[src/rtl/fltrail_pkg.sv]
`timescale 1ns / 1ps
// ----------------------------------------------------------------------------
// fltrail_pkg
// Shared types, constants and helpers for the fading line trail store.
// ----------------------------------------------------------------------------
package fltrail_pkg;

	localparam int MaxSegments = 32;
	localparam int IdxW = $clog2(MaxSegments);
	localparam int CntW = $clog2(MaxSegments + 1);
	localparam int OutLimit = 32;

	localparam logic [2:0] OP_MOVE = 3'd0;
	localparam logic [2:0] OP_BEGIN = 3'd1;
	localparam logic [2:0] OP_ALPHA = 3'd2;
	localparam logic [2:0] OP_COLOR = 3'd3;
	localparam logic [2:0] OP_READ = 3'd4;

	localparam logic KIND_RECT = 1'b0;
	localparam logic KIND_SEG = 1'b1;

	typedef struct packed {
		logic        kind;
		logic [15:0] x0;
		logic [15:0] y0;
		logic [15:0] x1;
		logic [15:0] y1;
		logic [31:0] color;
		logic        last;
	} result_t;

	function automatic logic [7:0] step_toward(input logic [7:0] c, input logic [7:0] t,
		input logic [7:0] s);
		logic [8:0] up;
		logic [8:0] lim;
		begin
			up = {1'b0, c} + {1'b0, s};
			lim = {1'b0, t} + {1'b0, s};
			if (c < t)
				step_toward = (up >= {1'b0, t}) ? t : up[7:0];
			else if (c > t)
				step_toward = ({1'b0, c} <= lim) ? t : c - s;
			else
				step_toward = c;
		end
	endfunction

endpackage

[src/rtl/fltrail_fade.sv]
`timescale 1ns / 1ps
// ----------------------------------------------------------------------------
// fltrail_fade
// Shared fade unit: ages one segment color and reports whether it is gone.
// ----------------------------------------------------------------------------
module fltrail_fade (
	input  logic        color_tick,
	input  logic [31:0] color_in,
	input  logic [31:0] fade_color,
	input  logic [7:0]  fade_step,
	output logic [31:0] color_out,
	output logic        gone
);
	import fltrail_pkg::*;

	logic [7:0] r, g, b, a;

	always_comb begin
		r = step_toward(color_in[31:24], fade_color[31:24], fade_step);
		g = step_toward(color_in[23:16], fade_color[23:16], fade_step);
		b = step_toward(color_in[15:8], fade_color[15:8], fade_step);
		a = (color_in[7:0] <= fade_step) ? 8'd0 : color_in[7:0] - fade_step;
		if (color_tick) begin
			color_out = {r, g, b, color_in[7:0]};
			gone = (r == fade_color[31:24]) && (g == fade_color[23:16])
				&& (b == fade_color[15:8]);
		end else begin
			color_out = {color_in[31:8], a};
			gone = (a == 8'd0);
		end
	end
endmodule

[src/rtl/fading_line_trail_store.sv]
`timescale 1ns / 1ps
// ----------------------------------------------------------------------------
// fading_line_trail_store
// Segment store walked one entry at a time by a small sequencer.
// Begin sets the anchor. Move appends a segment and emits its box; when the
// store is full the oldest segment is dropped by walking the store once.
// Tick fades and compacts each segment, then emits their bounding box; readout
// emits each segment in turn. Each result is registered as the sequencer leaves
// the emit state; a stalled result holds the sequencer. One request at a time.
// Reset clears the count, anchor and registers; the memory is not cleared.
// ----------------------------------------------------------------------------
module fading_line_trail_store (
	input  logic        clk,
	input  logic        arst_n,
	input  logic        psel,
	input  logic        penable,
	input  logic        pwrite,
	input  logic [3:0]  paddr,
	input  logic [31:0] pwdata,
	output logic [31:0] prdata,
	output logic        pready,
	input  logic        in_valid,
	output logic        in_stall,
	input  logic [2:0]  operation,
	input  logic signed [15:0] x,
	input  logic signed [15:0] y,
	output logic        out_valid,
	input  logic        out_stall,
	output logic        kind,
	output logic signed [15:0] x0,
	output logic signed [15:0] y0,
	output logic signed [15:0] x1,
	output logic signed [15:0] y1,
	output logic [7:0]  red,
	output logic [7:0]  green,
	output logic [7:0]  blue,
	output logic [7:0]  alpha,
	output logic        last,
	output logic [5:0]  segment_count
);
	import fltrail_pkg::*;

	localparam logic [2:0] S_IDLE = 3'd0;
	localparam logic [2:0] S_RD   = 3'd1;
	localparam logic [2:0] S_PROC = 3'd2;
	localparam logic [2:0] S_EMIT = 3'd3;
	localparam logic [2:0] S_WAIT = 3'd4;
	localparam logic [2:0] S_WR   = 3'd5;

	logic [31:0] line_color_q, fade_color_q;
	logic [7:0]  fade_step_q;
	logic [63:0] ends_mem [MaxSegments];
	logic [31:0] cols_mem [MaxSegments];
	logic [63:0] e_q;
	logic [31:0] c_q;
	logic [2:0]  state_q, op_q;
	logic [CntW-1:0] held_q, k_q, kept_q;
	logic [15:0] ax_q, ay_q, px_q, py_q;
	logic        av_q;
	logic [15:0] ul_q, ut_q, ur_q, ub_q;
	logic        ovalid_q;
	result_t     res_q;
	logic [5:0]  cnt_q;
	logic        shift_q;
	logic [31:0] fcol;
	logic        gone;
	logic signed [15:0] ex0, ey0, ex1, ey1, l, r, t, b;
	logic        wr_en;
	logic [IdxW-1:0] wr_idx;
	logic [63:0] wr_e;
	logic [31:0] wr_c;
	logic [CntW-1:0] rd_k;
	logic [CntW-1:0] stop_k;

	assign pready = 1'b1;
	always_comb begin
		unique case (paddr[3:2])
			2'd0: prdata = line_color_q;
			2'd1: prdata = fade_color_q;
			2'd2: prdata = {24'd0, fade_step_q};
			default: prdata = 32'd0;
		endcase
	end

	always_ff @(posedge clk or negedge arst_n) begin
		if (!arst_n) begin
			line_color_q <= 32'hFF000000;
			fade_color_q <= 32'hFFFFFFFF;
			fade_step_q <= 8'd16;
		end else if (psel && penable && pwrite) begin
			if (paddr[3:2] == 2'd0) line_color_q <= pwdata;
			if (paddr[3:2] == 2'd1) fade_color_q <= pwdata;
			if (paddr[3:2] == 2'd2) fade_step_q <= pwdata[7:0];
		end
	end

	fltrail_fade u_fade (
		.color_tick(op_q == OP_COLOR),
		.color_in  (c_q),
		.fade_color(fade_color_q),
		.fade_step (fade_step_q),
		.color_out (fcol),
		.gone      (gone)
	);

	assign ex0 = e_q[63:48];
	assign ey0 = e_q[47:32];
	assign ex1 = e_q[31:16];
	assign ey1 = e_q[15:0];
	assign l = (ex0 < ex1) ? ex0 : ex1;
	assign r = (ex0 < ex1) ? ex1 : ex0;
	assign t = (ey0 < ey1) ? ey0 : ey1;
	assign b = (ey0 < ey1) ? ey1 : ey0;

	assign in_stall = (state_q != S_IDLE);
	assign rd_k = k_q;

	always_comb begin
		if (op_q == OP_READ && held_q > CntW'(OutLimit))
			stop_k = CntW'(OutLimit);
		else
			stop_k = held_q;
	end

	// Memory write mux: shift-down on full move, compaction on tick, append.
	always_comb begin
		wr_en = 1'b0;
		wr_idx = kept_q[IdxW-1:0];
		wr_e = e_q;
		wr_c = c_q;
		if (state_q == S_PROC) begin
			if (shift_q) begin
				wr_en = (k_q != '0);
				wr_idx = IdxW'(k_q - 1'b1);
			end else if (op_q == OP_ALPHA || op_q == OP_COLOR) begin
				wr_en = !gone;
				wr_c = fcol;
			end
		end else if (state_q == S_WR) begin
			wr_en = 1'b1;
			wr_idx = kept_q[IdxW-1:0];
			wr_e = {ax_q, ay_q, px_q, py_q};
			wr_c = line_color_q;
		end
	end

	always_ff @(posedge clk) begin
		if (wr_en) begin
			ends_mem[wr_idx] <= wr_e;
			cols_mem[wr_idx] <= wr_c;
		end
		if (state_q == S_RD) begin
			e_q <= ends_mem[rd_k[IdxW-1:0]];
			c_q <= cols_mem[rd_k[IdxW-1:0]];
		end else if (state_q == S_WR) begin
			e_q <= {ax_q, ay_q, px_q, py_q};
		end
	end

	always_ff @(posedge clk or negedge arst_n) begin
		if (!arst_n) begin
			state_q <= S_IDLE;
			op_q <= OP_MOVE;
			held_q <= '0;
			k_q <= '0;
			kept_q <= '0;
			ax_q <= '0;
			ay_q <= '0;
			px_q <= '0;
			py_q <= '0;
			av_q <= 1'b0;
			ul_q <= '0;
			ut_q <= '0;
			ur_q <= '0;
			ub_q <= '0;
			ovalid_q <= 1'b0;
			res_q <= '0;
			cnt_q <= '0;
			shift_q <= 1'b0;
		end else begin
			if (ovalid_q && !out_stall && state_q != S_EMIT) ovalid_q <= 1'b0;
			unique case (state_q)
				S_IDLE: begin
					if (in_valid) begin
						op_q <= operation;
						px_q <= x;
						py_q <= y;
						k_q <= '0;
						kept_q <= '0;
						shift_q <= 1'b0;
						priority if (operation == OP_BEGIN) begin
							ax_q <= x;
							ay_q <= y;
							av_q <= 1'b1;
						end else if (operation == OP_MOVE) begin
							if (!av_q) begin
								ax_q <= x;
								ay_q <= y;
								av_q <= 1'b1;
							end else if (held_q >= CntW'(MaxSegments)) begin
								shift_q <= 1'b1;
								state_q <= S_RD;
							end else begin
								kept_q <= held_q;
								state_q <= S_WR;
							end
						end else if ((operation == OP_ALPHA || operation == OP_COLOR
							|| operation == OP_READ) && held_q != '0) begin
							state_q <= S_RD;
						end
					end
				end
				S_RD: state_q <= S_PROC;
				S_PROC: begin
					k_q <= k_q + 1'b1;
					if (shift_q) begin
						if (k_q == held_q - 1'b1) begin
							kept_q <= CntW'(MaxSegments - 1);
							state_q <= S_WR;
						end else begin
							state_q <= S_RD;
						end
					end else if (op_q == OP_READ) begin
						state_q <= S_EMIT;
					end else begin
						if (k_q == '0) begin
							ul_q <= l; ut_q <= t; ur_q <= r; ub_q <= b;
						end else begin
							if (l < $signed(ul_q)) ul_q <= l;
							if (t < $signed(ut_q)) ut_q <= t;
							if (r > $signed(ur_q)) ur_q <= r;
							if (b > $signed(ub_q)) ub_q <= b;
						end
						if (!gone) kept_q <= kept_q + 1'b1;
						if (k_q + 1'b1 == stop_k) state_q <= S_EMIT;
						else state_q <= S_RD;
					end
				end
				S_EMIT: begin
					if (!ovalid_q || !out_stall) begin
						ovalid_q <= 1'b1;
						if (op_q == OP_READ) begin
							res_q <= '{KIND_SEG, ex0, ey0, ex1, ey1, c_q, k_q == stop_k};
							cnt_q <= 6'(held_q);
							state_q <= (k_q == stop_k) ? S_IDLE : S_RD;
						end else if (op_q == OP_MOVE) begin
							res_q <= '{KIND_RECT, l, t, r, b, 32'd0, 1'b1};
							cnt_q <= 6'(held_q);
							ax_q <= px_q;
							ay_q <= py_q;
							state_q <= S_IDLE;
						end else begin
							res_q <= '{KIND_RECT, ul_q, ut_q, ur_q, ub_q, 32'd0, 1'b1};
							cnt_q <= 6'(kept_q);
							held_q <= kept_q;
							state_q <= S_IDLE;
						end
					end
				end
				S_WR: begin
					held_q <= kept_q + 1'b1;
					shift_q <= 1'b0;
					state_q <= S_WAIT;
				end
				S_WAIT: state_q <= S_EMIT;
				default: state_q <= S_IDLE;
			endcase
		end
	end

	assign out_valid = ovalid_q;
	assign kind = res_q.kind;
	assign x0 = res_q.x0;
	assign y0 = res_q.y0;
	assign x1 = res_q.x1;
	assign y1 = res_q.y1;
	assign red = res_q.color[31:24];
	assign green = res_q.color[23:16];
	assign blue = res_q.color[15:8];
	assign alpha = res_q.color[7:0];
	assign last = res_q.last;
	assign segment_count = cnt_q;
endmodule

[config.mk]
export PLATFORM = sky130hd
export DESIGN_NAME = fading_line_trail_store
export DESIGN_NICKNAME = d
export VERILOG_FILES = /design/src/rtl/fltrail_pkg.sv /design/src/rtl/fltrail_fade.sv /design/src/rtl/fading_line_trail_store.sv
export SDC_FILE = /design/constraint.sdc
export NUM_CORES = 2
export LEC_CHECK = 0
export ABC_CLOCK_PERIOD_IN_PS = 27500
export BUFFER_PORTS_ARGS = -buffer_cell sky130_fd_sc_hd__clkbuf_2
export CAP_MARGIN = 40
export CORE_MARGIN = 2
export CORE_UTILIZATION = 40
export CTS_BUF_LIST = sky130_fd_sc_hd__clkbuf_4
export DETAILED_ROUTE_END_ITERATION = 12
export GPL_ROUTABILITY_DRIVEN = 0
export PLACE_DENSITY = 0.6
export SETUP_SLACK_MARGIN = 0.2
export SYNTH_ARGS = -nofsm -noshare
export SYNTH_HDL_FRONTEND = slang
export SYNTH_HIERARCHICAL = 1
export SYNTH_SLANG_ARGS = --single-unit
[constraint.sdc]
create_clock -name clk -period 27.5 [get_ports clk]
set_clock_uncertainty 0.15 [all_clocks]
set_input_delay 5.5 -clock clk [delete_from_list [all_inputs] [get_ports clk]]
set_output_delay 5.5 -clock clk [all_outputs]
set_load 0.005 [all_outputs]
After elaboration in Yosys (flattened, before gate mapping) --
Memories as Yosys holds them, arrays and structs flattened. A register that Yosys moved wholly into a read port is not among the register bits. Cells that the tools add are included.
Word-level totals: register bits 395, memory bits (writable) 3072, output and inout bits 139, memories kept 2
Cells by class: add/subtract/negate cells 14, magnitude comparators 21, equal/unequal tests 33, multiplexer cells 103, bitwise gates (word level) 2, reductions and logical operators 49
Memory list:
- ends_mem | depth 32, width 64, rd ports 1, clocked after Yosys merged registers in 0, wr ports 1, line fading_line_trail_store.sv:52 | logic [63:0] ends_mem [MaxSegments];
- cols_mem | depth 32, width 32, rd ports 1, clocked after Yosys merged registers in 1, wr ports 1, line fading_line_trail_store.sv:53 | logic [31:0] cols_mem [MaxSegments];
Operator list (count):
- $mux 16 | 26
- $mux 64 | 3
- $mux 32 | 5
- $mux 8 | 13
- $mux 98 | 1
- $mux 97 | 1
- $pmux 32 s3 | 1
- $mux 6 | 14
- $lt 16x16->1 | 4
- $pmux 16 s2 | 2
- $add 8x8->9 | 6
- $pmux 6 s2 | 3
- $gt 16x16->1 | 2
- $sub 8x8->8 | 4
- $ge 9x8->1 | 3
- $le 8x9->1 | 3
- $mux 3 | 9
- $eq 8x8->1 | 3
- $gt 8x8->1 | 3
- $lt 8x8->1 | 3
- $mux 1 | 19
- $eq 3x2->1 const B | 6
- $eq 6x6->1 | 3
- $ne 3x3->1 const B | 6
- other kinds (32) | 79

Logic depth before layout (Yosys ltp) --
depth in word-level cells 15, gate-level depth with buffers 25, gate-level depth less buffers 24

Hierarchy --
The synthesis kept the hierarchy.
By module, submodules not included:
- fading_line_trail_store | times used 1, cells each 6871, area each 138601.7 sq um, seq. area each 102824.9 sq um
- fltrail_fade | times used 1, cells each 955, area each 6830.3 sq um, seq. area each 0.0 sq um

Least setup slack after synthesis --
OpenSTA, ideal clock, no wires.
kind input to output, from input port paddr[2], to output port prdata[0], data arrival time 6562 ps, data required time 21850 ps, path slack 15288 ps, stages 4, buffers on the path 2, cells stage by stage clkbuf_1 > clkbuf_1 > mux2i_1 > o21ai_0
On the way: word-level cells in the longest chain between the ends 2, elaborated cells on any way between the ends 4
Ends and longest elaborated chain:
- from (decl) | line fading_line_trail_store.sv:18 | input logic [3:0] paddr,
- $eq 2x2->1, or another cell as far along | line fading_line_trail_store.sv:77 | unique case (paddr[3:2])
- $pmux 32 s3 (*) | line fading_line_trail_store.sv:77
- to (decl) | line fading_line_trail_store.sv:20 | output logic [31:0] prdata,
Mark *: on every way between the ends. The rest lies on a longest branch, timed or not.

Worst setup path after layout --
from input port paddr[3], to output port prdata[0]
The elaborated chain is that of the path after synthesis.

==> impl_metrics.py <==
metrics = {
    "run_status": {
        "status": "finished, final reports clean",
    },
    "floorplanning": {
        "std_cell_rows": 221,
        "core-area_mm2": 0.362,
        "die-area_mm2": 0.368,
        "pin_count": 217,
        "die_h_um": 607,
        "chipWidth_um": 607,
        "initial_core_util_pct": 40.1,
    },
    "worst_setup_path": {
        "max_stage_delay_ns": 0.59,
        "worst-path-max-fanout": 36,
        "cp.arrival_ns": 7.07,
        "path_class": "input pin to primary output",
        "slowest_stage": "nor2b_1",
        "crit_path_frequent_cell": "clkbuf_2",
        "critPathLaunchType": "input pin",
        "required_ns": 21.85,
        "path_cells": "clkbuf_2, nor2b_1, nand2_1, o21ai_0, clkbuf_2",
        "cp.buffers_inverters": 2,
        "critPathCaptureType": "primary output",
        "cp_top_family": "buffers and inverters",
    },
    "yosys": {
        "synth_top_family_by_area": "multiplexers",
        "ys_warn_count": 6,
        "syn_nets": 8159,
        "yosys.area_share.simple_pct": 3.49,
        "synth_top_area_share_pct": 64.1,
        "dominantRegCellSynth": "edfxtp_1",
        "synth-edff-count": 3104,
        "syn_area_per_cell_um2": 18.6,
        "netlist_instances": 7826,
        "ys_async_sr_fraction_pct": 9.46,
        "yosysMostFrequentCell": "edfxtp_1",
        "synth-adder-area-share_pct": 2.25,
        "synthMuxAreaShare_pct": 17.8,
        "synth_compound_area_share_pct": 3.54,
        "synth_common_cells": "3104 x edfxtp_1, 960 x mux4_2, 518 x nand2_1",
        "yosysSeqAreaShare_pct": 70.7,
        "synth_seq_cells": 3499,
        "synth.distinct_cells": 102,
        "synthXorXnorAreaFrac_pct": 0.636,
        "synth_area_leaders": "edfxtp_1 64%, mux4_2 15%, dfrtp_1 5.0%, ha_1 2.1%, mux2_2 1.4%",
        "yosysTopAreaCell": "edfxtp_1",
        "syn_area_mm2": 0.145,
    },
    "place": {
        "dp_hpwl_mm": 235,
        "io_buffers": 213,
        "dp_slack_ns": 14.82,
    },
    "clocking": {
        "ctsHoldBuffers": 0,
        "h-tree-depth": 6,
        "clkLatencyLatePin_ns": 1.65,
        "numCtsBuffers": 861,
        "cts_tree": "built",
        "cts_root_buf": "clkbuf_4",
        "cts_resized": 0,
        "cts.sinks": 3499,
        "cts_setup_buffers": 0,
        "cts_max_path_buffers": 4,
        "path_clk_slew_ns": 0.06,
    },
    "sta": {
        "setup_ws_ns": 14.78,
        "maxSlewHeadroom_pct": 25.3,
        "worstMarginPinSlew_ns": 1.12,
        "period_minus_slack_ns": 12.72,
        "slew_viol_final": 0,
        "rsz0062_at_grt": "false",
        "tns_ns": 0,
        "fmax_ghz": 0.0786,
        "timing.final.crit_share_pct": 46.2,
        "hold_viol": 0,
        "hold_slack_ns": 0.323,
        "finalSetupViolations": 0,
    },
    "detailed_routing": {
        "ant_nets": 0,
        "vias": 81500,
        "drt-total-wl_mm": 412,
        "avgViaCountPerCell": 5.70,
        "drc": 0,
        "drtIter0Drc": 9132,
        "wl_per_cell_um": 28.7,
        "drtPass1Iterations": 6,
    },
    "power_and_ir_drop": {
        "leakage_uw": 0.0565,
        "internal_power_uw": 11800,
        "p_per_area_mw_per_mm2": 108,
        "p_seq_share_pct": 40.8,
        "comb_power_share_pct": 34.8,
        "ir_drop_mv": 0.0990,
        "clockPowerShare_pct": 24.4,
        "p_switching_uw": 6230,
        "sw_frac_of_total_pct": 34.6,
    },
    "global_route": {
        "grt_usage_pct": 22.1,
        "grt_overflow": 0,
        "grt_pass1_vias": 83800,
        "antenna_found_initial": 21,
        "grt_max_degree": 146,
        "grt_pass1_wl_mm": 588,
    },
    "cells_and_area": {
        "drive_gt1_share_pct": 33.8,
        "area_growth_pct": 14.9,
        "num-nets-final": 9137,
        "fillers": 31000,
    },
    "run": {
        "max-cap-violations": 0,
    },
    "worst_hold_path": {
        "hp-class": "flip-flop to flip-flop",
    },
}
-- flip-flops by register name, summed over array words and instances, names as in the netlist, 32 cells and up --
register,flops
c_q,32
ends_mem,2048
line_color_q,32
e_q,64
cols_mem,1024
fade_color_q,32
-- path summary, 6_finish.rpt --
kind / cells after the start / start / slack (ns) / endpoint
setup reg to reg: 27 / fade_step_q[4] / 18.60 / cols_mem[10][11]
setup / recovery: 5 / paddr[3] / 14.78 / prdata[0]
hold / removal: 2 / red[1] / 0.32 / red[1]
min in group asynchronous: 1 / arst_n / 3.81 / blue[4]
hold reg to reg: 2 / red[1] / 0.32 / red[1]
max in group asynchronous: 4 / arst_n / 21.21 / ay_q[10]
-- cell families (layout without fill, tap and decap cells) --
family	count (synthesis)	after routing
adders and majority gates	255	255
xor gates and xnor gates	104	104
DFF	3499	3499
muxes	1351	1351
and+or+nand+nor	1160	1160
other	1	18
AOI/OAI and AO/OA	852	852
buffers and inverters	604	2281
-- worst min-delay path: cells and delay by family, from the launching register on --
kind	cells	cell delay [ns]
DFF	1	0.34
and+or+nand+nor	2	0.10
-- stage by stage --
step,cell area (um2),instances,utilization (%),total power [uW]
final,167000,14300,46.1,18000
after global routing,167000,14300,46.1,18900
after CTS,167000,14300,46.0,18000
after detailed placement,155000,12700,42.9,13600
after global placement,153000,12600,42.2,13300
after floorplan,145000,7826,-,11500
-- area by class of cell --
| cell class | instances | area [um2] | share of cell area [%] |
|---|---|---|---|
| Sequential cell | 3499 | 103000 | 61.6 |
| Multi-Input combinational cell | 3723 | 40700 | 24.4 |
| Inverter | 183 | 687 | 0.411 |
| Antenna cell | 17 | 42.5 | 0.0255 |
| Clock inverter | 265 | 1570 | 0.938 |
| Clock buffer | 1297 | 9740 | 5.83 |
| Tap cell | 4794 | 6000 | 3.59 |
| Timing Repair Buffer | 536 | 5470 | 3.28 |
-- layer usage --
layer / routed length (um) / GRT usage [%]
met2: 197000 / 35.6
met3: 32400 / 4.24
met5: 80 / 0
met1: 170000 / 30.3
met4: 12100 / 7.56
-- power by group through the flow --
stage | Combinational [uW] | Sequential (uW) | Clock [uW]
after floorplan | 4230 | 7250 | 0
after detailed placement | 6170 | 7470 | 0
after global routing | 6790 | 7380 | 4770
after CTS | 6190 | 7350 | 4500
after global placement | 5810 | 7470 | 0
final | 6260 | 7340 | 4390
-- cell usage in the layout (no fill, tap or decap), types with 17 or more instances in the layout --
cell type and n:
edfxtp_1 3104, xor2_1 33, buf_16 56, nand2b_1 18
a211oi_1 19, a22oi_1 40, dfxtp_1 64, nand2_1 516
a31oi_1 23, buf_12 38, mux2i_1 195, nand4_1 28
mux2_2 185, o31ai_1 23, ha_1 245, nor2b_1 18
a21oi_1 335, nand3_1 82, buf_4 175, o21ai_2 21
clkbuf_2 212, buf_8 47, dfrtp_1 285, a21o_1 36
dfstp_2 41, mux4_2 960, nor2_4 34, inv_1 180
inv_6 18, o21ai_1 19, clkbuf_4 1297, clkinv_1 191
xnor2_1 70, o21ai_0 186, nor2_1 272, diode_2 17
nor3_1 97
(Power assumes the default switching activity.)
